File: config.mk
export PLATFORM = sky130hd
export DESIGN_NAME = motion_vector_pair_vlc_decode
export DESIGN_NICKNAME = d
export VERILOG_FILES = /design/src/mvpv_pkg.sv /design/src/mvpv_comp_dec.sv /design/src/mvpv_pair_dec.sv /design/src/motion_vector_pair_vlc_decode.sv
export SDC_FILE = /design/constraint.sdc
export NUM_CORES = 1
export LEC_CHECK = 0
export BUFFER_PORTS_ARGS = -buffer_cell sky130_fd_sc_hd__buf_4
export CELL_PAD_IN_SITES_DETAIL_PLACEMENT = 1
export CELL_PAD_IN_SITES_GLOBAL_PLACEMENT = 1
export CORE_MARGIN = 10
export CORE_UTILIZATION = 42
export DETAILED_ROUTE_END_ITERATION = 7
export PLACE_DENSITY_LB_ADDON = 0.1
export SETUP_SLACK_MARGIN = 0.05
export SLEW_MARGIN = 0
export SYNTH_ARGS = -nofsm -noshare
export SYNTH_HDL_FRONTEND = slang
export SYNTH_SLANG_ARGS = --single-unit
File: constraint.sdc
create_clock -name clk -period 4.7 [get_ports clk]
set_input_delay 0.94 -clock clk [delete_from_list [all_inputs] [get_ports clk]]
set_output_delay 0.94 -clock clk [all_outputs]
set_load 0.05 [all_outputs]
File: src/mvpv_pkg.sv
// Shared types, constants and code tables of the motion vector pair VLC decoder.
`default_nettype none

package mvpv_pkg;

    // Look-ahead window and the slice that one component's code can span.
    localparam int WinBits     = 26;
    localparam int CompWinBits = 13;
    localparam int LenBits     = 4;
    localparam int UsedBits    = 5;

    // Escape codes carry an 8-bit field that is offset by 128.
    localparam int EscPrefixBits = 5;
    localparam int EscFieldBits  = 8;
    localparam logic [EscFieldBits-1:0] EscOffset = 8'h80;
    localparam logic [LenBits-1:0] EscCodeLen = LenBits'(EscPrefixBits + EscFieldBits);

    typedef logic signed [7:0]        mv_t;
    typedef logic [LenBits-1:0]       len_t;
    typedef logic [UsedBits-1:0]      used_t;
    typedef logic [CompWinBits-1:0]   comp_win_t;
    typedef logic [WinBits-1:0]       win_t;

    // Result of decoding a single component.
    typedef struct packed {
        mv_t  val;
        len_t len;
        logic ok;
    } comp_dec_t;

    // Result of decoding a pair, as it goes into the result register.
    typedef struct packed {
        mv_t   first;
        mv_t   second;
        used_t bits_used;
        logic  code_error;
    } pair_res_t;

    // Values of the 9-bit codes, indexed by their last three bits.
    localparam mv_t GrpA [8] = '{-8'sd18, -8'sd20, -8'sd19, -8'sd21,
                                 8'sd19, 8'sd21, 8'sd20, 8'sd22};
    localparam mv_t GrpB [8] = '{-8'sd22, -8'sd24, -8'sd23, -8'sd25,
                                 8'sd23, 8'sd25, 8'sd24, 8'sd26};
    localparam mv_t GrpC [8] = '{-8'sd26, -8'sd28, -8'sd27, -8'sd29,
                                 8'sd27, 8'sd29, 8'sd28, 8'sd30};
    localparam mv_t GrpD [8] = '{-8'sd30, -8'sd32, -8'sd31, 8'sd16,
                                 8'sd31, 8'sd0, 8'sd32, 8'sd0};

    // Last three bits of the two codewords that have no meaning.
    localparam logic [2:0] BadTailLo = 3'd5;
    localparam logic [2:0] BadTailHi = 3'd7;

endpackage

`default_nettype wire

File: src/mvpv_comp_dec.sv
// Code tree decoder for one motion vector component.
`default_nettype none

module mvpv_comp_dec (
    input  wire  mvpv_pkg::comp_win_t code_bits,
    output       mvpv_pkg::comp_dec_t dec
);
    import mvpv_pkg::*;

    mv_t       val;
    len_t      len;
    logic      ok;
    comp_win_t w;

    assign w = code_bits;

    always_comb
    begin
        val = 8'sd0;
        len = '0;
        ok  = 1'b1;
        unique case (w[12:11])
            2'b00:
            begin
                priority if (w[10])
                begin
                    val = -8'sd1; len = 4'd3;
                end
                else if (!w[9])
                begin
                    val = 8'sd2; len = 4'd4;
                end
                else if (w[8])
                begin
                    val = 8'sd3; len = 4'd5;
                end
                else if (!w[7])
                begin
                    val = 8'sd6; len = 4'd6;
                end
                else if (w[6])
                begin
                    val = -8'sd9; len = 4'd7;
                end
                else
                begin
                    val = w[5] ? 8'sd12 : -8'sd12; len = 4'd8;
                end
            end
            2'b01:
            begin
                val = 8'sd0; len = 4'd2;
            end
            2'b10:
            begin
                if (w[10])
                begin
                    val = 8'sd1; len = 4'd3;
                end
                else
                begin
                    unique case (w[9:8])
                        2'b00:
                        begin
                            priority if (!w[7])
                            begin
                                val = -8'sd5; len = 4'd6;
                            end
                            else if (w[6])
                            begin
                                val = 8'sd9; len = 4'd7;
                            end
                            else if (w[5])
                            begin
                                val = w[4] ? 8'sd15 : -8'sd15; len = 4'd9;
                            end
                            else
                            begin
                                val = -8'sd11; len = 4'd8;
                            end
                        end
                        2'b01:
                        begin
                            // Escape: the field minus 128 is the field with its top bit flipped.
                            val = mv_t'(w[EscFieldBits-1:0] ^ EscOffset);
                            len = EscCodeLen;
                        end
                        2'b10:
                        begin
                            priority if (!w[7])
                            begin
                                val = 8'sd5; len = 4'd6;
                            end
                            else if (!w[6])
                            begin
                                val = -8'sd8; len = 4'd7;
                            end
                            else
                            begin
                                val = w[5] ? -8'sd10 : 8'sd11; len = 4'd8;
                            end
                        end
                        default:
                        begin
                            val = w[7] ? 8'sd4 : -8'sd4; len = 4'd6;
                        end
                    endcase
                end
            end
            default:
            begin
                unique case (w[10:9])
                    2'b00:
                    begin
                        if (w[8])
                        begin
                            val = -8'sd3; len = 4'd5;
                        end
                        else
                        begin
                            val = w[7] ? -8'sd6 : 8'sd7; len = 4'd6;
                        end
                    end
                    2'b10:
                    begin
                        val = -8'sd2; len = 4'd4;
                    end
                    2'b01:
                    begin
                        unique case (w[8:7])
                            2'b00:
                            begin
                                if (w[6])
                                begin
                                    val = 8'sd10; len = 4'd7;
                                end
                                else
                                begin
                                    val = w[5] ? -8'sd13 : -8'sd14; len = 4'd8;
                                end
                            end
                            2'b01:
                            begin
                                unique case (w[6:5])
                                    2'b00:
                                    begin
                                        val = 8'sd14; len = 4'd8;
                                    end
                                    2'b10:
                                    begin
                                        val = 8'sd13; len = 4'd8;
                                    end
                                    2'b01:
                                    begin
                                        val = w[4] ? 8'sd17 : -8'sd16; len = 4'd9;
                                    end
                                    default:
                                    begin
                                        val = w[4] ? 8'sd18 : -8'sd17; len = 4'd9;
                                    end
                                endcase
                            end
                            2'b10:
                            begin
                                val = 8'sd8; len = 4'd6;
                            end
                            default:
                            begin
                                val = GrpA[w[6:4]]; len = 4'd9;
                            end
                        endcase
                    end
                    default:
                    begin
                        unique case (w[8:7])
                            2'b01:
                            begin
                                val = -8'sd7; len = 4'd6;
                            end
                            2'b00:
                            begin
                                val = GrpB[w[6:4]]; len = 4'd9;
                            end
                            2'b10:
                            begin
                                val = GrpC[w[6:4]]; len = 4'd9;
                            end
                            default:
                            begin
                                len = 4'd9;
                                if (w[6:4] == BadTailLo || w[6:4] == BadTailHi)
                                begin
                                    val = 8'sd0; ok = 1'b0;
                                end
                                else
                                begin
                                    val = GrpD[w[6:4]];
                                end
                            end
                        endcase
                    end
                endcase
            end
        endcase
    end

    assign dec = '{val: val, len: len, ok: ok};

endmodule

`default_nettype wire

File: src/mvpv_pair_dec.sv
// Decodes both components of a pair: first code, bit alignment, second code.
`default_nettype none

module mvpv_pair_dec (
    input  wire  mvpv_pkg::win_t      window,
    output       mvpv_pkg::pair_res_t res
);
    import mvpv_pkg::*;

    comp_dec_t dec_first;
    comp_dec_t dec_second;
    win_t      aligned;
    logic      pair_ok;
    used_t     total_len;

    mvpv_comp_dec u_dec_first (
        .code_bits (window[WinBits-1 -: CompWinBits]),
        .dec       (dec_first)
    );

    // The second code starts right after the first one.
    assign aligned = window << dec_first.len;

    mvpv_comp_dec u_dec_second (
        .code_bits (aligned[WinBits-1 -: CompWinBits]),
        .dec       (dec_second)
    );

    assign pair_ok   = dec_first.ok && dec_second.ok;
    assign total_len = used_t'(dec_first.len) + used_t'(dec_second.len);

    always_comb
    begin
        res.first      = dec_first.ok ? dec_first.val : 8'sd0;
        res.second     = pair_ok ? dec_second.val : 8'sd0;
        res.bits_used  = pair_ok ? total_len : '0;
        res.code_error = !pair_ok;
    end

endmodule

`default_nettype wire

File: src/motion_vector_pair_vlc_decode.sv
// Top level of the motion vector pair VLC decoder: input register, decode, result register.
// A window is decoded from the input register; its result waits in the result register.
// Throughput: one pair per cycle unless the output stalls, set by the single-pass decode.
// A stalled output holds the result register, and the input register once it holds a window.
// Reset (rst_n, asynchronous, active low) empties both registers; no other state is kept.
`default_nettype none

module motion_vector_pair_vlc_decode (
    input  wire                    clk,
    input  wire                    rst_n,
    input  wire                    in_valid,
    output logic                   in_ready,
    input  wire  mvpv_pkg::win_t   bit_window,
    output logic                   out_valid,
    input  wire                    out_ready,
    output       mvpv_pkg::mv_t    first_component,
    output       mvpv_pkg::mv_t    second_component,
    output       mvpv_pkg::used_t  bits_used,
    output logic                   code_error
);
    import mvpv_pkg::*;

    // Input register: holds the window of the pair being decoded.
    logic      win_valid_reg;
    win_t      win_reg;

    // Result register: holds the decoded pair until the output transfer.
    logic      res_valid_reg;
    pair_res_t res_reg;

    pair_res_t res_next;
    logic      res_advance;

    mvpv_pair_dec u_pair_dec (
        .window (win_reg),
        .res    (res_next)
    );

    // The result register can take a new pair when it is empty or being drained.
    assign res_advance = !res_valid_reg || out_ready;
    // The input register can take a new window when it is empty or moves on this cycle.
    assign in_ready    = !win_valid_reg || res_advance;

    always_ff @(posedge clk or negedge rst_n)
    begin
        if (!rst_n)
        begin
            win_valid_reg <= 1'b0;
            res_valid_reg <= 1'b0;
        end
        else
        begin
            if (in_ready)
            begin
                win_valid_reg <= in_valid;
            end
            if (res_advance)
            begin
                res_valid_reg <= win_valid_reg;
            end
        end
    end

    // Payload registers carry no reset; the valid bits qualify them.
    always_ff @(posedge clk)
    begin
        if (in_ready && in_valid)
        begin
            win_reg <= bit_window;
        end
        if (res_advance && win_valid_reg)
        begin
            res_reg <= res_next;
        end
    end

    assign out_valid        = res_valid_reg;
    assign first_component  = res_reg.first;
    assign second_component = res_reg.second;
    assign bits_used        = res_reg.bits_used;
    assign code_error       = res_reg.code_error;

`ifndef ASSERT_OFF
    // A failed pair never reports consumed bits.
    a_err_no_bits: assert property (@(posedge clk) disable iff (!rst_n)
        (out_valid && code_error) |-> (bits_used == '0))
        else $error("error result reports consumed bits");

    // A good pair consumes at least two minimal codes.
    a_ok_min_bits: assert property (@(posedge clk) disable iff (!rst_n)
        (out_valid && !code_error) |-> (bits_used >= used_t'(4)))
        else $error("good result reports too few bits");

    // The input side stalls only when both registers are full.
    a_stall_full: assert property (@(posedge clk) disable iff (!rst_n)
        !in_ready |-> (win_valid_reg && res_valid_reg))
        else $error("input stalled with room in the pipeline");

    // A pair waiting in the input register is not dropped while the output stalls.
    a_hold_pair: assert property (@(posedge clk) disable iff (!rst_n)
        (win_valid_reg && !res_advance) |=> win_valid_reg)
        else $error("pending pair lost during output stall");
`endif

endmodule

`default_nettype wire

==> results.json <==
{
  "status": "finished, final reports clean",
  "synth_nets": 754,
  "async_reset_ff_share_pct": 4.00,
  "htreeDepth": 2,
  "synth-main-ff-cell": "edfxtp_1",
  "crit_family": "compound AO/OA/AOI/OAI gates",
  "cp-start-kind": "flop",
  "cp.depth": 19,
  "num_rows": 42,
  "gp_congestion": 0.993,
  "setup_ws_ps": 202,
  "path_buf_inv": 5,
  "top_layer_used": "met4",
  "dr_wl_met2_mm": 10.8,
  "synth_edf_count": 48,
  "root_buffer": "clkbuf_16",
  "fin_crit_sh_pct": 95.7,
  "routed-via-count": 6428,
  "postSynthCellCount": 696,
  "hold_ws_ps": 403,
  "power_mw": 2.72,
  "setup_viol": 0,
  "ff2ff_setup_slack_ps": 200,
  "dpl.hpwl_mm": 17.3,
  "setup_tns_ps": 0,
  "worstPathMaxFanout": 27,
  "ys_seq_elements": 50,
  "crit_type": "flop to flop",
  "syn_area_um2": 5650,
  "fin_worst_skew_ps": 12.6,
  "drv_slew": 0,
  "core_region_area_um2": 13200,
  "grt_antenna_before_repair": 0,
  "peakVddDrop_uv": 143,
  "areaGrowthSynthToFinish_pct": 26.1,
  "drt-total-wl_mm": 23.4,
  "hold_path.class": "primary input to asynchronous set/reset pin",
  "power.density_nw_per_um2": 382,
  "n_antenna_cell": 0,
  "cpPeakStageDelay_ps": 420,
  "num_io_pins": 54,
  "cp_cell_sequence": "buf_12, and2b_1, nand4_1, a31oi_4, buf_4, buf_6, o21ai_0, o32ai_1, or3_1, buf_4, buf_4, o21ai_0, a21oi_1, o32ai_1, ha_2, fa_2, a21o_1, a21oi_1, nor2_1",
  "die_h_um": 136,
  "die_area_um2": 18500,
  "worst_pin_slew_ps": 1150,
  "fmax_ghz": 0.222,
  "cts_sinks": 50,
  "ant_nets": 0,
  "overflow": 0,
  "start_util_pct": 42.8,
  "ys_seq_area_share_pct": 26.4,
  "insertion_delay_ps": 310,
  "largest_reg_flops": 26,
  "cts_tree": "built",
  "wl_met1_mm": 10.3,
  "port_buffers": 53,
  "maxCapViolCount": 0,
  "required_ps": 4760,
  "drive_gt1_share_pct": 27.6,
  "grt_pass1_wl_mm": 36.9,
  "die_x_um": 136,
  "syn_area_per_cell_um2": 8.11,
  "cts_made_buffers": 5,
  "grt_pass1_vias": 6529,
  "drc_errors": 0,
  "pre_cts_ws_ps": -35.3,
  "cp_slowest_cell": "edfxtp_1",
  "cts.clk_slew.worst_paths_ps": 80,
  "relSlewSlack_pct": 23.6,
  "viasPerCell": 6.59,
  "end_kind": "flop",
  "cts_buffer_depth": 2,
  "first_pass_iters": 7,
  "ys_types": 98,
  "yosys_warnings": 0,
  "ff2ff_path_depth": 19,
  "n_fill_cell": 1608,
  "grtUsageTotal_pct": 24.9,
  "crit_arrival_ps": 4560,
  "post_drt_wl_per_cell_um": 24.0,
  "hold_viol": 0,
  "final_nets": 857,
  "grt_max_degree": 42,
  "crit_top_cell": "buf_4",
  "routed-wl-met3_mm": 1.80,
  "p_leak_nw": 2.82,
  "period_minus_slack_ps": 4500,
  "initialDrtViolationCount": 769
}
## worst paths after layout
kind / from / to
max: win_reg[21]$_DFFE_PP_ / bits_used[4]$_SDFFCE_PN0P_
min: rst_n / out_valid$_DFFE_PN0P_
max reg2reg: win_reg[21]$_DFFE_PP_ / bits_used[4]$_SDFFCE_PN0P_
min reg2reg: win_valid_reg$_DFFE_PN0N_ / out_valid$_DFFE_PN0P_
max in group asynchronous: rst_n / win_valid_reg$_DFFE_PN0N_
min in group clk: win_valid_reg$_DFFE_PN0N_ / out_valid$_DFFE_PN0P_
## kinds of logic (layout without fill, tap and decap cells)
group	after synthesis	after routing	share of synthesized area, %
compound gates	298	298	37.6
simple gates	214	214	18.6
buf+inv	84	188	7.16
flops	50	50	26.4
fa+ha+maj	28	28	6.34
mux	18	18	3.26
xor+xnor	4	4	0.621
## cells in the final DEF, fill, tap and decap left out, drive strengths merged, types with 11 or more instances in the layout
cell type	netlist	routed
edfxtp	48	48
o211ai	13	13
a31oi	26	26
nor2	61	61
nor3	23	23
nand2b	11	11
a211oi	19	19
a21oi	55	55
buf	34	156
ha	27	27
nand2	56	56
mux2i	15	15
nand3	28	28
inv	21	22
o21ai	64	64
## repair_timing
| item | 4_1_cts | 5_1_grt |
|---|---|---|
| hold buffers | 0 | 0 |
| buffers inserted | 0 | 12 |
| pin swaps | 0 | 11 |
| resized for setup | 2 | 36 |
| endpoints found under the setup margin | 3 | 8 |
## metal layers
layer	up-vias	track usage (%)
met5	-	0
met4	0	7.69
met3	48	5.65
met2	295	38.0
met1	3180	34.0
li1	2905	-
## worst reg2reg max path, cell delays in order (launching register included)
cell and delay [ps]:
edfxtp_1 420, buf_12 190, and2b_1 260, nand4_1 240
a31oi_4 270, buf_4 150, buf_6 230, o21ai_0 300
o32ai_1 280, or3_1 250, buf_4 180, buf_4 170
o21ai_0 100, a21oi_1 180, o32ai_1 110, ha_2 220
fa_2 350, a21o_1 160, a21oi_1 140, nor2_1 60
## stage by stage
stage	util (%)	cells	instance area, um2
finish	54.0	976	7120
global route	54.0	976	7120
CTS	52.3	964	6890
floorplan	-	696	5650
detailed placement	50.8	956	6700
global placement	50.8	956	6700
## cell usage after synthesis (5+ instances only)
cell type	count	area, um2
o21ai_0	58	290
a221oi_1	6	52.6
inv_1	19	71.3
a211oi_1	17	128
nor2_1	60	225
edfxtp_1	48	1440
a21boi_0	6	45.0
buf_2	19	95.1
a22oi_1	5	37.5
a311o_1	5	50.1
o31ai_1	10	75.1
a21o_1	5	37.5
clkbuf_1	25	93.8
nand2_1	54	203
a31oi_1	25	156
o211ai_1	13	97.6
buf_6	6	67.6
o21ai_1	5	25.0
o21bai_1	6	45.0
a21oi_1	55	275
o22ai_1	6	37.5
nand3_1	28	140
and2_1	5	31.3
a311oi_1	7	61.3
nand2b_1	10	62.6
nor2b_1	5	31.3
nor3_1	22	110
buf_1	5	18.8
ha_1	27	338
mux2i_1	15	150
o221ai_1	6	52.6
## power breakdown
part / switching, mW / internal [mW]
clock network: 0.179 / 0.304
registers: 0.0295 / 0.580
logic: 1.01 / 0.618
total: 1.22 / 1.50
## cell type report
cell class                 count  area, um2  area share [%]
multi-input combinational    562       3880            54.5
sequential                    50       1490            20.9
timing repair buffer         156       1240            17.5
tap                          176        220            3.09
clock buffer                   5        125            1.76
inverter                      24       95.1            1.34
clock inverter                 3       63.8           0.896
(Power assumes the default switching activity.)
